### config.mk
export PLATFORM = sky130hd
export DESIGN_NAME = frame_fragment_packetizer_core
export DESIGN_NICKNAME = d
export VERILOG_FILES = /design/src/hw/rtl/ffp_pkg.sv /design/src/hw/rtl/ffp_div.sv /design/src/hw/rtl/ffp_front.sv /design/src/hw/rtl/ffp_fifo.sv /design/src/hw/rtl/ffp_back.sv /design/src/hw/rtl/frame_fragment_packetizer_core.sv
export SDC_FILE = /design/constraint.sdc
export NUM_CORES = 1
export LEC_CHECK = 0
export ABC_AREA = 1
export BUFFER_PORTS_ARGS = -buffer_cell sky130_fd_sc_hd__buf_2
export CAP_MARGIN = 25
export CORE_ASPECT_RATIO = 1.5
export CORE_UTILIZATION = 25
export CTS_CLUSTER_SIZE = 12
export DETAILED_ROUTE_END_ITERATION = 10
export PLACE_DENSITY = 0.43
export SLEW_MARGIN = 10
export SYNTH_ARGS = -nofsm -noshare
export SYNTH_HDL_FRONTEND = slang
export SYNTH_HIERARCHICAL = 1
export SYNTH_SLANG_ARGS = --single-unit
export TNS_END_PERCENT = 100
### constraint.sdc
create_clock -name clk -period 8.85 [get_ports clk]
set_clock_uncertainty 0.05 [all_clocks]
set_input_delay 2.655 -clock clk [delete_from_list [all_inputs] [get_ports clk]]
set_output_delay 2.655 -clock clk [all_outputs]
set_load 0.05 [all_outputs]
### src/hw/rtl/ffp_pkg.sv
// Shared types, constants and helpers for the frame fragment packetizer.
`default_nettype none

package ffp_pkg;

    localparam int unsigned MAX_PAYLOAD = 2048;
    localparam int unsigned PMAX_W      = 12;
    localparam int unsigned SIZE_W      = 24;
    localparam int unsigned STAMP_W     = 32;
    localparam int unsigned TOTAL_W     = 16;
    localparam int unsigned HDR_LEN     = 12;
    localparam int unsigned HDR_CNT_W   = 4;
    localparam int unsigned NUM_W       = SIZE_W + 1;
    localparam int unsigned DIV_CNT_W   = 5;

    // Kind of word held in the queue between front and back.
    localparam logic [1:0] K_DATA       = 2'd0;
    localparam logic [1:0] K_START_OK   = 2'd1;
    localparam logic [1:0] K_START_DROP = 2'd2;

    typedef struct packed {
        logic [7:0]         data;
        logic [1:0]         kind;
        logic [SIZE_W-1:0]  size;
        logic [STAMP_W-1:0] stamp;
        logic [TOTAL_W-1:0] total;
    } ffp_entry_t;

    typedef struct packed {
        logic full;
        logic valid;
    } ffp_qstat_t;

    function automatic logic [PMAX_W-1:0] eff_payload(input logic [PMAX_W-1:0] pm);
        logic [PMAX_W-1:0] lim;
        lim = PMAX_W'(MAX_PAYLOAD);
        if (pm > lim)
            return lim;
        return pm;
    endfunction

endpackage

`default_nettype wire

### src/hw/rtl/ffp_div.sv
// Restoring divider, one quotient bit per cycle, for the fragment total.
`default_nettype none

module ffp_div (
    input  wire logic                         clk,
    input  wire logic                         rst_n,
    input  wire logic                         start,
    input  wire logic [ffp_pkg::NUM_W-1:0]    numer,
    input  wire logic [ffp_pkg::PMAX_W-1:0]   divisor,
    output logic                              done,
    output logic [ffp_pkg::NUM_W-1:0]         quotient
);

    logic                            run_reg, run_next;
    logic                            done_reg, done_next;
    logic [ffp_pkg::DIV_CNT_W-1:0]   cnt_reg, cnt_next;
    logic [ffp_pkg::PMAX_W-1:0]      rem_reg, rem_next;
    logic [ffp_pkg::NUM_W-1:0]       num_reg, num_next;
    logic [ffp_pkg::PMAX_W-1:0]      div_reg, div_next;
    logic [ffp_pkg::PMAX_W:0]        trial;
    logic [ffp_pkg::PMAX_W:0]        diff;
    logic                            ge;

    assign trial = {rem_reg, num_reg[ffp_pkg::NUM_W-1]};
    assign diff  = trial - {1'b0, div_reg};
    assign ge    = (trial >= {1'b0, div_reg});

    always_comb
    begin
        run_next  = run_reg;
        done_next = done_reg;
        cnt_next  = cnt_reg;
        rem_next  = rem_reg;
        num_next  = num_reg;
        div_next  = div_reg;
        if (start)
        begin
            run_next  = 1'b1;
            done_next = 1'b0;
            cnt_next  = '0;
            rem_next  = '0;
            num_next  = numer;
            div_next  = divisor;
        end
        else if (run_reg)
        begin
            // The partial remainder stays below the divisor, so it fits its width.
            rem_next = ge ? diff[ffp_pkg::PMAX_W-1:0] : trial[ffp_pkg::PMAX_W-1:0];
            num_next = {num_reg[ffp_pkg::NUM_W-2:0], ge};
            cnt_next = cnt_reg + 1'b1;
            if (cnt_reg == ffp_pkg::DIV_CNT_W'(ffp_pkg::NUM_W - 1))
            begin
                run_next  = 1'b0;
                done_next = 1'b1;
            end
        end
    end

    always_ff @(posedge clk or negedge rst_n)
    begin
        if (!rst_n)
        begin
            run_reg  <= 1'b0;
            done_reg <= 1'b0;
            cnt_reg  <= '0;
        end
        else
        begin
            run_reg  <= run_next;
            done_reg <= done_next;
            cnt_reg  <= cnt_next;
        end
    end

    always_ff @(posedge clk)
    begin
        rem_reg <= rem_next;
        num_reg <= num_next;
        div_reg <= div_next;
    end

    assign done     = done_reg;
    assign quotient = num_reg;

endmodule

`default_nettype wire

### src/hw/rtl/ffp_front.sv
// Front end: accepts input words, classifies frame starts and works out the fragment total.
`default_nettype none

module ffp_front (
    input  wire logic                          clk,
    input  wire logic                          rst_n,
    input  wire logic [ffp_pkg::PMAX_W-1:0]    p_eff,
    input  wire logic                          in_valid,
    output logic                               in_stall,
    input  wire logic [7:0]                    data_byte,
    input  wire logic                          frame_start,
    input  wire logic [ffp_pkg::SIZE_W-1:0]    frame_len,
    input  wire logic [ffp_pkg::STAMP_W-1:0]   timestamp,
    input  wire ffp_pkg::ffp_qstat_t           q_stat,
    output logic                               q_push,
    output ffp_pkg::ffp_entry_t                q_wdata
);

    localparam logic F_IDLE = 1'b0;
    localparam logic F_DIV  = 1'b1;

    logic                            state_reg, state_next;
    logic [7:0]                      byte_reg, byte_next;
    logic [ffp_pkg::SIZE_W-1:0]      size_reg, size_next;
    logic [ffp_pkg::STAMP_W-1:0]     stamp_reg, stamp_next;
    logic                            accept;
    logic                            div_start;
    logic                            div_done;
    logic [ffp_pkg::NUM_W-1:0]       numer;
    logic [ffp_pkg::NUM_W-1:0]       quotient;

    assign in_stall = (state_reg != F_IDLE) || q_stat.full;
    assign accept   = in_valid && !in_stall;
    // Rounding up: (size + p - 1) / p.
    assign numer    = {1'b0, frame_len} + ffp_pkg::NUM_W'(p_eff) - 1'b1;

    ffp_div u_div (
        .clk      (clk),
        .rst_n    (rst_n),
        .start    (div_start),
        .numer    (numer),
        .divisor  (p_eff),
        .done     (div_done),
        .quotient (quotient)
    );

    always_comb
    begin
        state_next    = state_reg;
        byte_next     = byte_reg;
        size_next     = size_reg;
        stamp_next    = stamp_reg;
        div_start     = 1'b0;
        q_push        = 1'b0;
        q_wdata.data  = data_byte;
        q_wdata.kind  = ffp_pkg::K_DATA;
        q_wdata.size  = frame_len;
        q_wdata.stamp = timestamp;
        q_wdata.total = '0;
        case (state_reg)
            F_IDLE:
            begin
                if (accept)
                begin
                    if (!frame_start)
                    begin
                        q_push = 1'b1;
                    end
                    else if ((p_eff == '0) || (frame_len == '0))
                    begin
                        q_push       = 1'b1;
                        q_wdata.kind = ffp_pkg::K_START_DROP;
                    end
                    else
                    begin
                        div_start  = 1'b1;
                        byte_next  = data_byte;
                        size_next  = frame_len;
                        stamp_next = timestamp;
                        state_next = F_DIV;
                    end
                end
            end
            F_DIV:
            begin
                q_wdata.data  = byte_reg;
                q_wdata.size  = size_reg;
                q_wdata.stamp = stamp_reg;
                q_wdata.total = quotient[ffp_pkg::TOTAL_W-1:0];
                // A total that does not fit in sixteen bits drops the frame.
                if (quotient[ffp_pkg::NUM_W-1:ffp_pkg::TOTAL_W] != '0)
                    q_wdata.kind = ffp_pkg::K_START_DROP;
                else
                    q_wdata.kind = ffp_pkg::K_START_OK;
                if (div_done && !q_stat.full)
                begin
                    q_push     = 1'b1;
                    state_next = F_IDLE;
                end
            end
            default:
            begin
                state_next = F_IDLE;
            end
        endcase
    end

    always_ff @(posedge clk or negedge rst_n)
    begin
        if (!rst_n)
            state_reg <= F_IDLE;
        else
            state_reg <= state_next;
    end

    always_ff @(posedge clk)
    begin
        byte_reg  <= byte_next;
        size_reg  <= size_next;
        stamp_reg <= stamp_next;
    end

endmodule

`default_nettype wire

### src/hw/rtl/ffp_fifo.sv
// Two-entry queue between the front end and the packet sequencer.
`default_nettype none

module ffp_fifo (
    input  wire logic                 clk,
    input  wire logic                 rst_n,
    input  wire logic                 push,
    input  wire ffp_pkg::ffp_entry_t  wdata,
    input  wire logic                 pop,
    output ffp_pkg::ffp_entry_t       rdata,
    output ffp_pkg::ffp_qstat_t       stat
);

    ffp_pkg::ffp_entry_t  mem_reg [2];
    logic                 wptr_reg, wptr_next;
    logic                 rptr_reg, rptr_next;
    logic [1:0]           cnt_reg, cnt_next;
    logic                 do_push;
    logic                 do_pop;

    assign stat.full  = (cnt_reg == 2'd2);
    assign stat.valid = (cnt_reg != 2'd0);
    assign do_push    = push && !stat.full;
    assign do_pop     = pop && stat.valid;
    assign rdata      = mem_reg[rptr_reg];

    always_comb
    begin
        wptr_next = wptr_reg ^ do_push;
        rptr_next = rptr_reg ^ do_pop;
        cnt_next  = cnt_reg;
        if (do_push && !do_pop)
            cnt_next = cnt_reg + 1'b1;
        else if (do_pop && !do_push)
            cnt_next = cnt_reg - 1'b1;
    end

    always_ff @(posedge clk or negedge rst_n)
    begin
        if (!rst_n)
        begin
            wptr_reg <= 1'b0;
            rptr_reg <= 1'b0;
            cnt_reg  <= 2'd0;
        end
        else
        begin
            wptr_reg <= wptr_next;
            rptr_reg <= rptr_next;
            cnt_reg  <= cnt_next;
        end
    end

    always_ff @(posedge clk)
    begin
        if (do_push)
            mem_reg[wptr_reg] <= wdata;
    end

endmodule

`default_nettype wire

### src/hw/rtl/ffp_back.sv
// Packet sequencer: keeps the frame state, inserts headers and drives the output register.
`default_nettype none

module ffp_back (
    input  wire logic                         clk,
    input  wire logic                         rst_n,
    input  wire logic [ffp_pkg::PMAX_W-1:0]   p_eff,
    input  wire ffp_pkg::ffp_entry_t          q_data,
    input  wire ffp_pkg::ffp_qstat_t          q_stat,
    output logic                              q_pop,
    output logic                              out_valid,
    input  wire logic                         out_stall,
    output logic [7:0]                        out_byte,
    output logic                              packet_last,
    output logic                              frame_last,
    output logic [63:0]                       total_bytes_sent
);

    localparam logic [1:0] B_IDLE = 2'd0;
    localparam logic [1:0] B_HDR  = 2'd1;
    localparam logic [1:0] B_PAY  = 2'd2;

    logic [1:0]                       state_reg, state_next;
    logic [ffp_pkg::HDR_CNT_W-1:0]    hdr_cnt_reg, hdr_cnt_next;
    logic [7:0]                       byte_reg, byte_next;
    logic [31:0]                      seq_reg, seq_next;
    logic [63:0]                      total_reg, total_next;
    logic [ffp_pkg::TOTAL_W-1:0]      idx_reg, idx_next;
    logic [ffp_pkg::TOTAL_W-1:0]      cnt_reg, cnt_next;
    logic [ffp_pkg::PMAX_W-1:0]       chunk_reg, chunk_next;
    logic [ffp_pkg::SIZE_W-1:0]       left_reg, left_next;
    logic [ffp_pkg::STAMP_W-1:0]      stamp_reg, stamp_next;
    logic                             active_reg, active_next;

    logic                             ovalid_reg, ovalid_next;
    logic [7:0]                       obyte_reg, obyte_next;
    logic                             oplast_reg, oplast_next;
    logic                             oflast_reg, oflast_next;
    logic [63:0]                      ototal_reg, ototal_next;

    logic                             emit_ok;
    logic                             emit;
    logic [7:0]                       emit_byte;
    logic                             emit_plast;
    logic                             emit_flast;
    logic                             do_pay;
    logic                             start_ok;
    logic                             start_any;
    logic                             eff_active;
    logic [ffp_pkg::SIZE_W-1:0]       eff_left;
    logic [ffp_pkg::PMAX_W-1:0]       eff_chunk;
    logic                             swallow;
    logic                             flast;
    logic                             plast;
    logic [7:0]                       hdr_byte;

    assign emit_ok    = !ovalid_reg || !out_stall;
    assign start_ok   = (q_data.kind == ffp_pkg::K_START_OK);
    assign start_any  = (q_data.kind != ffp_pkg::K_DATA);
    assign eff_active = start_any ? start_ok : active_reg;
    assign eff_left   = start_ok ? q_data.size : left_reg;
    assign eff_chunk  = start_ok ? '0 : chunk_reg;
    assign swallow    = !eff_active || (p_eff == '0) || (eff_left == '0);

    // Payload flags always come from the registered frame state.
    assign flast = (left_reg == ffp_pkg::SIZE_W'(1));
    assign plast = flast || (({1'b0, chunk_reg} + 1'b1) >= {1'b0, p_eff});

    always_comb
    begin
        case (hdr_cnt_reg)
            4'd0:    hdr_byte = seq_reg[31:24];
            4'd1:    hdr_byte = seq_reg[23:16];
            4'd2:    hdr_byte = seq_reg[15:8];
            4'd3:    hdr_byte = seq_reg[7:0];
            4'd4:    hdr_byte = stamp_reg[31:24];
            4'd5:    hdr_byte = stamp_reg[23:16];
            4'd6:    hdr_byte = stamp_reg[15:8];
            4'd7:    hdr_byte = stamp_reg[7:0];
            4'd8:    hdr_byte = idx_reg[15:8];
            4'd9:    hdr_byte = idx_reg[7:0];
            4'd10:   hdr_byte = cnt_reg[15:8];
            4'd11:   hdr_byte = cnt_reg[7:0];
            default: hdr_byte = 8'h00;
        endcase
    end

    always_comb
    begin
        state_next   = state_reg;
        hdr_cnt_next = hdr_cnt_reg;
        byte_next    = byte_reg;
        seq_next     = seq_reg;
        total_next   = total_reg;
        idx_next     = idx_reg;
        cnt_next     = cnt_reg;
        chunk_next   = chunk_reg;
        left_next    = left_reg;
        stamp_next   = stamp_reg;
        active_next  = active_reg;
        ovalid_next  = ovalid_reg;
        obyte_next   = obyte_reg;
        oplast_next  = oplast_reg;
        oflast_next  = oflast_reg;
        ototal_next  = ototal_reg;
        q_pop        = 1'b0;
        emit         = 1'b0;
        emit_byte    = 8'h00;
        emit_plast   = 1'b0;
        emit_flast   = 1'b0;
        do_pay       = 1'b0;

        case (state_reg)
            B_IDLE:
            begin
                if (q_stat.valid)
                begin
                    if (swallow)
                    begin
                        q_pop       = 1'b1;
                        active_next = 1'b0;
                    end
                    else if (eff_chunk == '0)
                    begin
                        // A fragment opens: load any new frame and send its header first.
                        q_pop        = 1'b1;
                        active_next  = 1'b1;
                        byte_next    = q_data.data;
                        hdr_cnt_next = '0;
                        state_next   = B_HDR;
                        if (start_ok)
                        begin
                            left_next  = q_data.size;
                            cnt_next   = q_data.total;
                            idx_next   = '0;
                            chunk_next = '0;
                            stamp_next = q_data.stamp;
                        end
                    end
                    else if (emit_ok)
                    begin
                        q_pop      = 1'b1;
                        emit       = 1'b1;
                        emit_byte  = q_data.data;
                        emit_plast = plast;
                        emit_flast = flast;
                        do_pay     = 1'b1;
                    end
                end
            end
            B_HDR:
            begin
                if (emit_ok)
                begin
                    emit         = 1'b1;
                    emit_byte    = hdr_byte;
                    hdr_cnt_next = hdr_cnt_reg + 1'b1;
                    if (hdr_cnt_reg == ffp_pkg::HDR_CNT_W'(ffp_pkg::HDR_LEN - 1))
                    begin
                        seq_next   = seq_reg + 1'b1;
                        state_next = B_PAY;
                    end
                end
            end
            B_PAY:
            begin
                if (emit_ok)
                begin
                    emit       = 1'b1;
                    emit_byte  = byte_reg;
                    emit_plast = plast;
                    emit_flast = flast;
                    do_pay     = 1'b1;
                    state_next = B_IDLE;
                end
            end
            default:
            begin
                state_next = B_IDLE;
            end
        endcase

        if (do_pay)
        begin
            left_next  = left_reg - 1'b1;
            chunk_next = plast ? '0 : chunk_reg + 1'b1;
            if (plast)
                idx_next = idx_reg + 1'b1;
            if (flast)
                active_next = 1'b0;
        end

        if (emit)
        begin
            total_next  = total_reg + 1'b1;
            ovalid_next = 1'b1;
            obyte_next  = emit_byte;
            oplast_next = emit_plast;
            oflast_next = emit_flast;
            ototal_next = total_reg + 1'b1;
        end
        else if (!out_stall)
        begin
            ovalid_next = 1'b0;
        end
    end

    always_ff @(posedge clk or negedge rst_n)
    begin
        if (!rst_n)
        begin
            state_reg   <= B_IDLE;
            hdr_cnt_reg <= '0;
            seq_reg     <= '0;
            total_reg   <= '0;
            idx_reg     <= '0;
            cnt_reg     <= '0;
            chunk_reg   <= '0;
            left_reg    <= '0;
            stamp_reg   <= '0;
            active_reg  <= 1'b0;
            ovalid_reg  <= 1'b0;
        end
        else
        begin
            state_reg   <= state_next;
            hdr_cnt_reg <= hdr_cnt_next;
            seq_reg     <= seq_next;
            total_reg   <= total_next;
            idx_reg     <= idx_next;
            cnt_reg     <= cnt_next;
            chunk_reg   <= chunk_next;
            left_reg    <= left_next;
            stamp_reg   <= stamp_next;
            active_reg  <= active_next;
            ovalid_reg  <= ovalid_next;
        end
    end

    always_ff @(posedge clk)
    begin
        byte_reg   <= byte_next;
        obyte_reg  <= obyte_next;
        oplast_reg <= oplast_next;
        oflast_reg <= oflast_next;
        ototal_reg <= ototal_next;
    end

    assign out_valid        = ovalid_reg;
    assign out_byte         = obyte_reg;
    assign packet_last      = oplast_reg;
    assign frame_last       = oflast_reg;
    assign total_bytes_sent = ototal_reg;

endmodule

`default_nettype wire

### src/hw/rtl/frame_fragment_packetizer_core.sv
// Top level of the frame fragment packetizer: config register, front end, queue and sequencer.
//
// Channel   Direction  Handshake            Word
// in        input      in_valid / in_stall  data_byte, frame_start, frame_len, timestamp
// out       output     out_valid/out_stall  out_byte, packet_last, frame_last, total_bytes_sent
// cfg       input      cfg_wen              cfg_wdata (payload_max)
//
// Inside a fragment the output runs at one word per cycle unless stalled or the queue is empty.
// Opening a fragment costs a decode step in the sequencer, then the twelve header bytes.
// An accepted frame start holds the input while the front end's one-bit-per-cycle
// divider works out the fragment total; other words go straight into the queue.
// Reset is asynchronous and clears all counters and the frame state.
// A two-word queue lets the input run on while the output is stalled, and vice versa.
`default_nettype none

module frame_fragment_packetizer_core (
    input  wire logic                          clk,
    input  wire logic                          rst_n,
    input  wire logic                          cfg_wen,
    input  wire logic [ffp_pkg::PMAX_W-1:0]    cfg_wdata,
    input  wire logic                          in_valid,
    output logic                               in_stall,
    input  wire logic [7:0]                    data_byte,
    input  wire logic                          frame_start,
    input  wire logic [ffp_pkg::SIZE_W-1:0]    frame_len,
    input  wire logic [ffp_pkg::STAMP_W-1:0]   timestamp,
    output logic                               out_valid,
    input  wire logic                          out_stall,
    output logic [7:0]                         out_byte,
    output logic                               packet_last,
    output logic                               frame_last,
    output logic [63:0]                        total_bytes_sent
);

    logic [ffp_pkg::PMAX_W-1:0]   payload_max_reg;
    logic [ffp_pkg::PMAX_W-1:0]   p_eff;
    logic                         q_push;
    logic                         q_pop;
    ffp_pkg::ffp_entry_t          q_wdata;
    ffp_pkg::ffp_entry_t          q_rdata;
    ffp_pkg::ffp_qstat_t          q_stat;

    always_ff @(posedge clk or negedge rst_n)
    begin
        if (!rst_n)
            payload_max_reg <= '0;
        else if (cfg_wen)
            payload_max_reg <= cfg_wdata;
    end

    // Settings above the largest payload are clamped to it.
    assign p_eff = ffp_pkg::eff_payload(payload_max_reg);

    ffp_front u_front (
        .clk         (clk),
        .rst_n       (rst_n),
        .p_eff       (p_eff),
        .in_valid    (in_valid),
        .in_stall    (in_stall),
        .data_byte   (data_byte),
        .frame_start (frame_start),
        .frame_len   (frame_len),
        .timestamp   (timestamp),
        .q_stat      (q_stat),
        .q_push      (q_push),
        .q_wdata     (q_wdata)
    );

    ffp_fifo u_fifo (
        .clk   (clk),
        .rst_n (rst_n),
        .push  (q_push),
        .wdata (q_wdata),
        .pop   (q_pop),
        .rdata (q_rdata),
        .stat  (q_stat)
    );

    ffp_back u_back (
        .clk              (clk),
        .rst_n            (rst_n),
        .p_eff            (p_eff),
        .q_data           (q_rdata),
        .q_stat           (q_stat),
        .q_pop            (q_pop),
        .out_valid        (out_valid),
        .out_stall        (out_stall),
        .out_byte         (out_byte),
        .packet_last      (packet_last),
        .frame_last       (frame_last),
        .total_bytes_sent (total_bytes_sent)
    );

endmodule

`default_nettype wire

## After elaboration in Yosys (flattened, before gate mapping)

Memory sizes are Yosys's and may differ from the RTL's.
Index checks and enable logic that the tools add are counted.

| operators by class | value |
|---|---|
| add/subtract/negate cells | 13 |
| order comparisons | 3 |
| eq/ne operators | 25 |
| mux-type cells | 105 |
| bitwise logic cells | 5 |
| reductions and logical operators | 44 |

Operators with widths:

| cell | count |
|---|---|
| 24-bit 2-to-1 mux | 6 |
| 12-bit 2-to-1 mux | 10 |
| 16-bit 2-to-1 mux | 7 |
| 8-bit case mux with 12 select lines | 1 |
| 72-bit 2-to-1 mux | 1 |
| 64-bit by 1-bit adder with 64-bit output, second input constant | 1 |
| 8-bit 2-to-1 mux | 7 |
| 25-bit 2-to-1 mux | 2 |
| 24-bit logical NOT | 2 |
| 1-bit 2-to-1 mux | 43 |
| 32-bit by 1-bit adder with 32-bit output, second input constant | 1 |
| 13-bit by 12-bit >= comparator with 1-bit output | 2 |
| 24-bit by 12-bit adder with 25-bit output | 1 |
| 25-bit by 1-bit subtractor with 25-bit output, second input constant | 1 |
| 24-bit by 1-bit equality test with 1-bit output, second input constant | 1 |
| 12-bit logical NOT | 2 |
| 2-bit 2-to-1 mux | 12 |
| 8-bit case mux with 3 select lines | 1 |
| 24-bit by 1-bit subtractor with 24-bit output, second input constant | 1 |
| 2-bit nonzero test | 9 |
| 16-bit by 1-bit adder with 16-bit output, second input constant | 1 |
| 4-bit by 3-bit equality test with 1-bit output, second input constant | 4 |
| 4-bit equality test, second input constant | 4 |
| 4-bit 2-to-1 mux | 4 |
| 34 further kinds | 71 |

| storage, ports and cells | value |
|---|---|
| register bits after elaboration | 423 |
| RAM bits | 164 |
| input bits | 82 |
| output and inout bits | 76 |
| logic and storage cells | 226 |
| memories | 1 |

Memories:

| memory | depth | bits a word | read ports | clocked after memory_dff | write ports | RTL line | RTL |
|---|---|---|---|---|---|---|---|
| u_fifo.mem_reg | 2 | 82 | 1 | 0 | 1 | ffp_fifo.sv:14 | `ffp_pkg::ffp_entry_t mem_reg [2];` |

## Logic depth before layout (Yosys ltp)

Gate-level depths: netlist of run 1.

| depth | value |
|---|---|
| word-level depth | 14 |
| gate-level depth with buffers | 25 |
| gate-level depth less buffers | 21 |

## Modules after synthesis

Netlist of run 1, hierarchy kept.

Modules (own cells, without submodules):

| module | times used | cells an instance | area an instance (um2) |
|---|---|---|---|
| ffp_back | 1 | 2002 | 15899.0 |
| ffp_fifo | 1 | 457 | 6261.0 |
| ffp_front | 1 | 742 | 5081.1 |
| ffp_div | 1 | 393 | 3151.8 |
| frame_fragment_packetizer_core | 1 | 72 | 608.1 |

## Worst setup path before layout of run 1

OpenSTA, ideal clock, no wires.

| timing | value |
|---|---|
| kind | input to register |
| start | in frame_len[12] in the netlist's numbering |
| end | reg u_front.byte_reg[0] (enable) |
| arrival | 5.837 ns |
| required time | 8.314 ns |
| setup slack | 2.477 ns |
| cell stages on the path | 7 |
| buffers on the path | 0 |
| cell sequence | inv_1 ha_1 nand2_1 nor2_1 nand3_1 nand2_1 nor2_1 |

| on the way | value |
|---|---|
| cells in the longest elaborated chain, start to end | 4 |

RTL lines:

| element | RTL line | RTL |
|---|---|---|
| from (decl) | frame_fragment_packetizer_core.sv:25 | `input wire logic [ffp_pkg::SIZE_W-1:0] frame_len,` |
| 24-bit logical NOT | ffp_front.sv:69 | `else if ((p_eff == '0) \|\| (frame_len == '0))` |
| 1-bit logical OR | ffp_front.sv:69 |  |
| 1-bit inverter (no line) | n/a |  |
| 4-bit AND reduction (no line) | n/a |  |
| to (signal assigned) | ffp_front.sv:118 | `byte_reg <= byte_next;` |
| to (decl) | ffp_front.sv:23 | `logic [7:0] byte_reg, byte_next;` |

Every way passes these cells.
A chain may end at the register's enable or synchronous reset.

==> results of run 1 <==
==> power by group through the flow <==
stage	Sequential, uW	Clock, uW	Combinational [uW]
finish	4250	3000	4260
global route	4330	3200	4800
CTS	4260	3120	4350
detailed placement	4310	0	4340
global placement	4300	0	4290
floorplan	4800	0	2640
==> stage by stage <==
step           area (um2)  power, uW  cells  hold slack (ns)
3_5_place_dp        33400       8650   5317            0.409
6_report            35800      11500   5450            0.421
5_1_grt             35800      12300   5449            0.431
4_1_cts             35700      11700   5445            0.422
3_3_place_gp        33300       8600   5315            0.407
2_1_floorplan       31000       7430   3666            0.392
==> cell usage after synthesis, drive strengths merged <==
| cell | count | area share, % |
|---|---|---|
| o21ai | 89 | 1.4 |
| nor2 | 314 | 4.0 |
| nor4 | 13 | 0.26 |
| dfxtp | 12 | 0.77 |
| nor3 | 60 | 1.0 |
| or2 | 3 | 0.061 |
| dfrtp | 228 | 18 |
| and2 | 3 | 0.061 |
| ha | 84 | 3.4 |
| o21bai | 1 | 0.024 |
| inv | 464 | 5.6 |
| o2111ai | 1 | 0.028 |
| a21boi | 1 | 0.024 |
| xor2 | 118 | 3.3 |
| nor3b | 1 | 0.024 |
| fa | 2 | 0.13 |
| xnor2 | 37 | 1.0 |
| clkinv | 2 | 0.024 |
| clkbuf | 35 | 0.42 |
| buf | 81 | 1.8 |
| and3 | 3 | 0.061 |
| nand4 | 74 | 1.5 |
| o221ai | 1 | 0.028 |
| o211ai | 1 | 0.024 |
| mux2 | 1 | 0.036 |
| nand2 | 1290 | 16 |
| a31oi | 2 | 0.040 |
| nand3b | 9 | 0.22 |
| nand3 | 278 | 4.7 |
| edfxtp | 347 | 34 |
| o22ai | 35 | 0.71 |
| a21oi | 76 | 1.4 |
==> cells by family (layout without fill, tap and decap cells) <==
logic type,Yosys count,count (layout)
AOI/OAI and AO/OA,207,207
xor gates and xnor gates,155,155
adders and majority gates,86,86
buffers and inverters,582,774
DFF,587,587
muxes,1,1
other,0,2
and+or+nand+nor,2048,2048
==> worst paths after layout <==
kind | from | to | slack (ns) | depth (start not counted)
max | u_fifo/rptr_reg | u_back/frame_last | 2.80 | 19
min | u_back/seq_reg[31] | u_back/seq_reg[31] | 0.42 | 1
max reg2reg | u_fifo/rptr_reg | u_back/frame_last | 2.80 | 19
min reg2reg | u_back/seq_reg[31] | u_back/seq_reg[31] | 0.42 | 1
max in group asynchronous | rst_n | u_back/stamp_reg[17] | 5.49 | 2
min in group asynchronous | rst_n | payload_max_reg[0] | 1.90 | 1
==> layer usage <==
metal	vias up	global-route usage, %
met5	-	0
met4	10	5.31
met3	130	2.12
met2	444	25.6
met1	11126	17.2
li1	12037	-
==> layout make-up <==
type | instances | area (um2)
diodes | 2 | 5.00
clock buffers | 90 | 1840
clock inverters | 38 | 532
fillers | 13179 | 86800
inverters | 466 | 1750
multi-input cells | 2497 | 12200
flip-flops and latches | 587 | 16400
well taps | 1590 | 1990
repair buffers | 180 | 1030
==> run_results.csv, run 1 <==
group,metric,value,unit
status,status,"completed",
routing,wl_met2,45.2,mm
critical_path,endpoint_kind,"flop",
logic_synthesis,synth_xor_area_share,4.38,%
clocking,htreeDepth,3,
pwr,p_comb_share,37.0,%
clocking,clock_latency,0.65,ns
clocking,clkTransAtPathRegs,0.06,ns
die,fp.dieH,433,um
logic_synthesis,ys_ff_latch,587,
logic_synthesis,synthSimpleGateAreaFrac,27.7,%
pwr,ir_drop,0.288,mV
pwr,clkPwrFrac,26.0,%
sta,maxClockFrequency,0.165,GHz
die,die-area,125000,um2
clocking,clock_path_buffers,3,
grt,grt_pass1_vias,23919,
clocking,cts_tree,"done",
routing,wl_met1,38.2,mm
placement,pre_cts_ws,2.15,ns
sta,setup_viol,0,
sta,worstMarginPinSlew,1.06,ns
routing,drc_errors,0,
routing,highest_layer,"met5",
routing,drtAntennaViolNets,0,
pwr,p_int,6690,uW
logic_synthesis,seq_area_frac_synth,52.8,%
routing,avgRoutedWirePerCell,16.4,um
hold_path,hp-class,"reg2reg",
sta,slew_headroom,29.2,%
die,initial_core_util,25.3,%
sta,tns,0,ns
critical_path,path_common_cell,"nand2_1",
routing,dr.first_iter.drc_count,1371,
critical_path,start_kind,"flop",
critical_path,cp_num_buf_inv,8,
sta,fin_ws,2.80,ns
cells_and_area,layout_common_cells,"nand2_1, inv_1, edfxtp_1, nor2_1, nand3_1",
clocking,cts.sinks,587,
logic_synthesis,syn_area,31000,um2
critical_path,crit_required,9.06,ns
clocking,ctsHoldBuffers,0,
cells_and_area,drive_gt1_share,9.20,%
routing,drt_pass1_iterations,7,
logic_synthesis,synthAdderAreaFrac,3.52,%
logic_synthesis,ys_types,49,
cells_and_area,syn_to_final_growth,15.3,%
routing,viasPerCell,4.36,
sta,rsz0062_at_grt,"no",
critical_path,critPathSlowestCell,"buf_4",
die,die_w,290,um
die,io_pins,158,
logic_synthesis,syn_inst,3666,
cells_and_area,mostFrequentLayoutCell,"nand2_1",
clocking,postCtsSetupBuffers,0,
logic_synthesis,synth_area_per_cell,8.46,um2
logic_synthesis,synth_top_family_by_area,"simple AND/OR/NAND/NOR gates",
clocking,cts_resized,0,
grt,grt_pass1_wl,139,mm
sta,fin_crit_sh,68.4,%
grt,antenna_found_initial,15,
logic_synthesis,yosysWarnings,6,
clocking,numCtsBuffers,70,
grt,grt_max_degree,119,
pwr,p_sw_share,41.9,%
sta,finalHoldViolCount,0,
critical_path,crit_type,"reg2reg",
pwr,p_leak,0.0164,uW
placement,gp_congestion,0.905,
cells_and_area,utilization,29.2,%
critical_path,crit_chain,"inv_2 -> buf_4 -> nand2_1 -> nand2_1 -> inv_2 -> nand2_2 -> o21ai_0 -> nand2_1 -> inv_1 -> nand2_1 -> nand2_1 -> nor2_2 -> nand4_4 -> o21ai_4 -> buf_4 -> nand2_2 -> buf_4 -> clkinv_2 -> buf_4",
clocking,clockRootBuffer,"clkbuf_16",
routing,wl,89.3,mm
placement,dpl.hpwl,64.5,mm
die,coreArea,123000,um2
pwr,pwr-share-seq,36.9,%
logic_synthesis,synth_compound_area_share,3.71,%
sta,drv_slew,0,
routing,via_count,23747,
die,num_rows,157,
critical_path,crit_family,"buffers and inverters",
cells_and_area,largest_reg_flops,164,
critical_path,cp.arrival,6.26,ns
grt,grt_remaining_overflow,0,
placement,io_buffers,157,
critical_path,cp_max_fo,82,
pwr,p_switching,4820,uW
routing,wl_met3,3.25,mm
sta,period_needed,6.05,ns
logic_synthesis,synthesis.nets,3834,
logic_synthesis,synthMuxAreaShare,0.0363,%
critical_path,cpPeakStageDelay,0.75,ns
run,max_cap_viol_count,0,
grt,track_usage,14.3,%
pwr,power_density,322,nW/um2
cells_and_area,final_nets,3970,
No activity file was read; power rests on OpenSTA's default activity.
==> run 2, diff against run 1 <==
- ABC_AREA: 1 -> 0
- PLACE_DENSITY: 0.43 -> 0.45
- clock period: 8.85 -> 5.3 ns (I/O delays scaled with it)
==> run 2 against run 1 <==
Die area shrank 5.6%. Non-clock buffer count grew 24. Hold slack gained 0.0061 ns. Combinational power grew 42%. Clock power grew 53%. Sequential share of layout area grew 2.2 points. Register-to-register slack lost 1.8 ns. Area after synthesis shrank 5.6%. Setup slack lost 1.8 ns. Sequential power grew 66%.
==> run_results.csv, run 2 <==
group,metric,value,unit
sta,setup_viol,0,
pwr,ir_drop,0.247,mV
pwr,finalPower,17700,uW
cells_and_area,fin_cells,4139,
critical_path,cp.arrival,4.60,ns
logic_synthesis,ys_types,101,
logic_synthesis,yosys.area.top_type_share,35.6,%
hold_path,hold_start,"u_back/total_reg[24]",
sta,fin_crit_sh,81.4,%
critical_path,rr_endpoint,"u_back/out_byte[6]",
placement,pre_cts_ws,0.475,ns
cells_and_area,final_nets,2705,
die,fp.dieH,421,um
placement,gp_congestion,0.849,
grt,grt_pass1_vias,19724,
hold_path,min_path_cells,1,
routing,avgRoutedWirePerCell,18.5,um
routing,dr.first_iter.drc_count,1057,
critical_path,cp_max_fo,17,
placement,placed_cells,4017,
routing,drtAntennaViolNets,0,
cells_and_area,largest_reg_flops,164,
logic_synthesis,yosysWarnings,6,
cells_and_area,drive_gt1_share,22.0,%
logic_synthesis,syn_area,29300,um2
sta,period_needed,4.31,ns
logic_synthesis,ys_ff_latch,587,
clocking,cts_tree,"done",
logic_synthesis,synthArstFlopShare,38.8,%
clocking,clkTransAtPathRegs,0.06,ns
sta,rsz0062_at_grt,"no",
status,status,"completed",
placement,dpl.hpwl,55.2,mm
grt,antenna_found_initial,2,
sta,worstMarginPinSlew,0.987,ns
cells_and_area,stdcell_area,34200,um2
logic_synthesis,synth_flop_cell,"edfxtp_1",
routing,drc_errors,0,
sta,maxClockFrequency,0.232,GHz
logic_synthesis,synth_area_per_cell,12.3,um2
pwr,p_leak,0.0134,uW
critical_path,start_kind,"flop",
clocking,clockRootBuffer,"clkbuf_16",
critical_path,endpoint_kind,"flop",
clocking,cts_resized,0,
critical_path,crit_required,5.59,ns
grt,grt_max_degree,101,
logic_synthesis,seq_area_frac_synth,55.9,%
clocking,clock_latency,0.66,ns
die,die-area,118000,um2
sta,fin_ws,0.987,ns
sta,finalHoldViolCount,0,
grt,track_usage,13.0,%
logic_synthesis,syn_inst,2372,
die,num_rows,153,
logic_synthesis,synth_edf_count,347,
critical_path,r2r-start,"payload_max_reg[11]",
logic_synthesis,synthTopCellsByCount,"edfxtp_1, dfrtp_1, nand2_1, xnor2_1, mux2_2",
critical_path,crit_type,"reg2reg",
grt,grt_pass1_wl,119,mm
routing,viasPerCell,4.64,
hold_path,worstHoldEndpoint,"u_back/total_reg[24]",
logic_synthesis,yosysMostFrequentCell,"edfxtp_1",
clocking,postCtsSetupBuffers,0,
die,die_w,281,um
clocking,htreeDepth,3,
critical_path,reg2reg_slack,0.99,ns
routing,wl,76.7,mm
cells_and_area,diodes,0,
die,initial_core_util,25.2,%
logic_synthesis,netlist.top_cell.by_area,"edfxtp_1",
cells_and_area,layout_common_cells,"edfxtp_1, dfrtp_1, nand2_1, buf_2, xnor2_1",
clocking,cts.sinks,587,
routing,drt_pass1_iterations,5,
cells_and_area,syn_to_final_growth,16.7,%
sta,whs,0.427,ns
placement,io_buffers,157,
logic_synthesis,synthesis.nets,2540,
critical_path,ff2ff_path_depth,8,
clocking,clock_path_buffers,3,
logic_synthesis,yosys-top-cells-area,"edfxtp_1, dfrtp_1, mux2_2",
clocking,ctsHoldBuffers,0,
pwr,power_density,519,nW/um2
cells_and_area,mostFrequentLayoutCell,"edfxtp_1",
grt,grt_remaining_overflow,0,
hold_path,hp-class,"reg2reg",
clocking,numCtsBuffers,67,
die,coreArea,116000,um2
placement,placed_area,32000,um2
sta,drv_slew,0,
sta,slew_headroom,34.2,%
die,io_pins,158,
run,max_cap_viol_count,0,
routing,via_count,19194,
run 2: cell types whose count changed after synthesis, sizes merged, moves of 29 or more:
cell and delta:
inv -333, buf -33, and3 +29, nand3 -182, and2 +31, a21oi -30
xnor2 +104, nor2 -207, mux2 +216, xor2 -58, nand2 -1113
run 2: layout make-up:
class | instances | area (um2)
Sequential cell | 587 | 16400
Multi-Input combinational cell | 1546 | 11900
Inverter | 131 | 493
Tap cell | 1550 | 1940
Clock inverter | 22 | 275
Timing Repair Buffer | 204 | 1310
Clock buffer | 99 | 1880
Fill cell | 11880 | 81900
run 2: worst max path at each step:
stage	to	slack (ns)	from	depth (start not counted)
after global placement	u_fifo/mem_reg[0][73]	0.45	frame_len[12]	14
after CTS	u_back/out_byte[6]	0.99	payload_max_reg[11]	8
after floorplan	u_fifo/mem_reg[1][0]	-0.20	frame_len[12]	10
after detailed placement	u_fifo/mem_reg[1][59]	0.47	frame_len[12]	14
final	u_back/out_byte[6]	0.99	payload_max_reg[11]	8
after global routing	u_back/out_byte[6]	0.79	payload_max_reg[11]	7
run 2: cells by family after synthesis:
logic type | after synthesis | synth area share (%)
AND/OR/NAND/NOR | 685 | 12.2
buffers and inverters | 239 | 3.66
adder cells (fa/ha/maj) | 86 | 3.73
XOR/XNOR | 201 | 6.02
multiplexers | 232 | 9.90
AO/OA/AOI/OAI | 342 | 8.57
flip-flops | 587 | 55.9
run 2: routing by layer:
metal  routed length (um)  up-vias  track usage (%)  part of all wire (%)
met1                30600     9541             14.9                    40
met3                 3250      108             2.22                   4.2
met5                    0        -                0                     0
met2                40800      469             23.8                    53
li1                     -     9076                -                     -
met4                 2040        0             4.68                   2.7
run 2: power by group:
part           total, uW  switching [uW]  internal, uW
Clock               4600            1970          2640
Combinational       6060            3800          2260
Sequential          7050             781          6270
run 2: worst max-delay path: stages (launching register included):
cell and delay, ns:
dfrtp_1 0.62, nor2b_1 0.62, buf_4 0.25, nor4_1 0.06, a311oi_2 0.67, o211ai_1 0.32
nor3_2 0.70, nand2_1 0.12, a31oi_1 0.58
run 2: metrics by stage:
step | TNS [ns] | utilization (%)
finish | 0 | 29.4
global route | 0 | 29.4
CTS | 0 | 29.4
detailed placement | 0 | 27.6
global placement | 0 | 27.6
floorplan | -32.64 | -
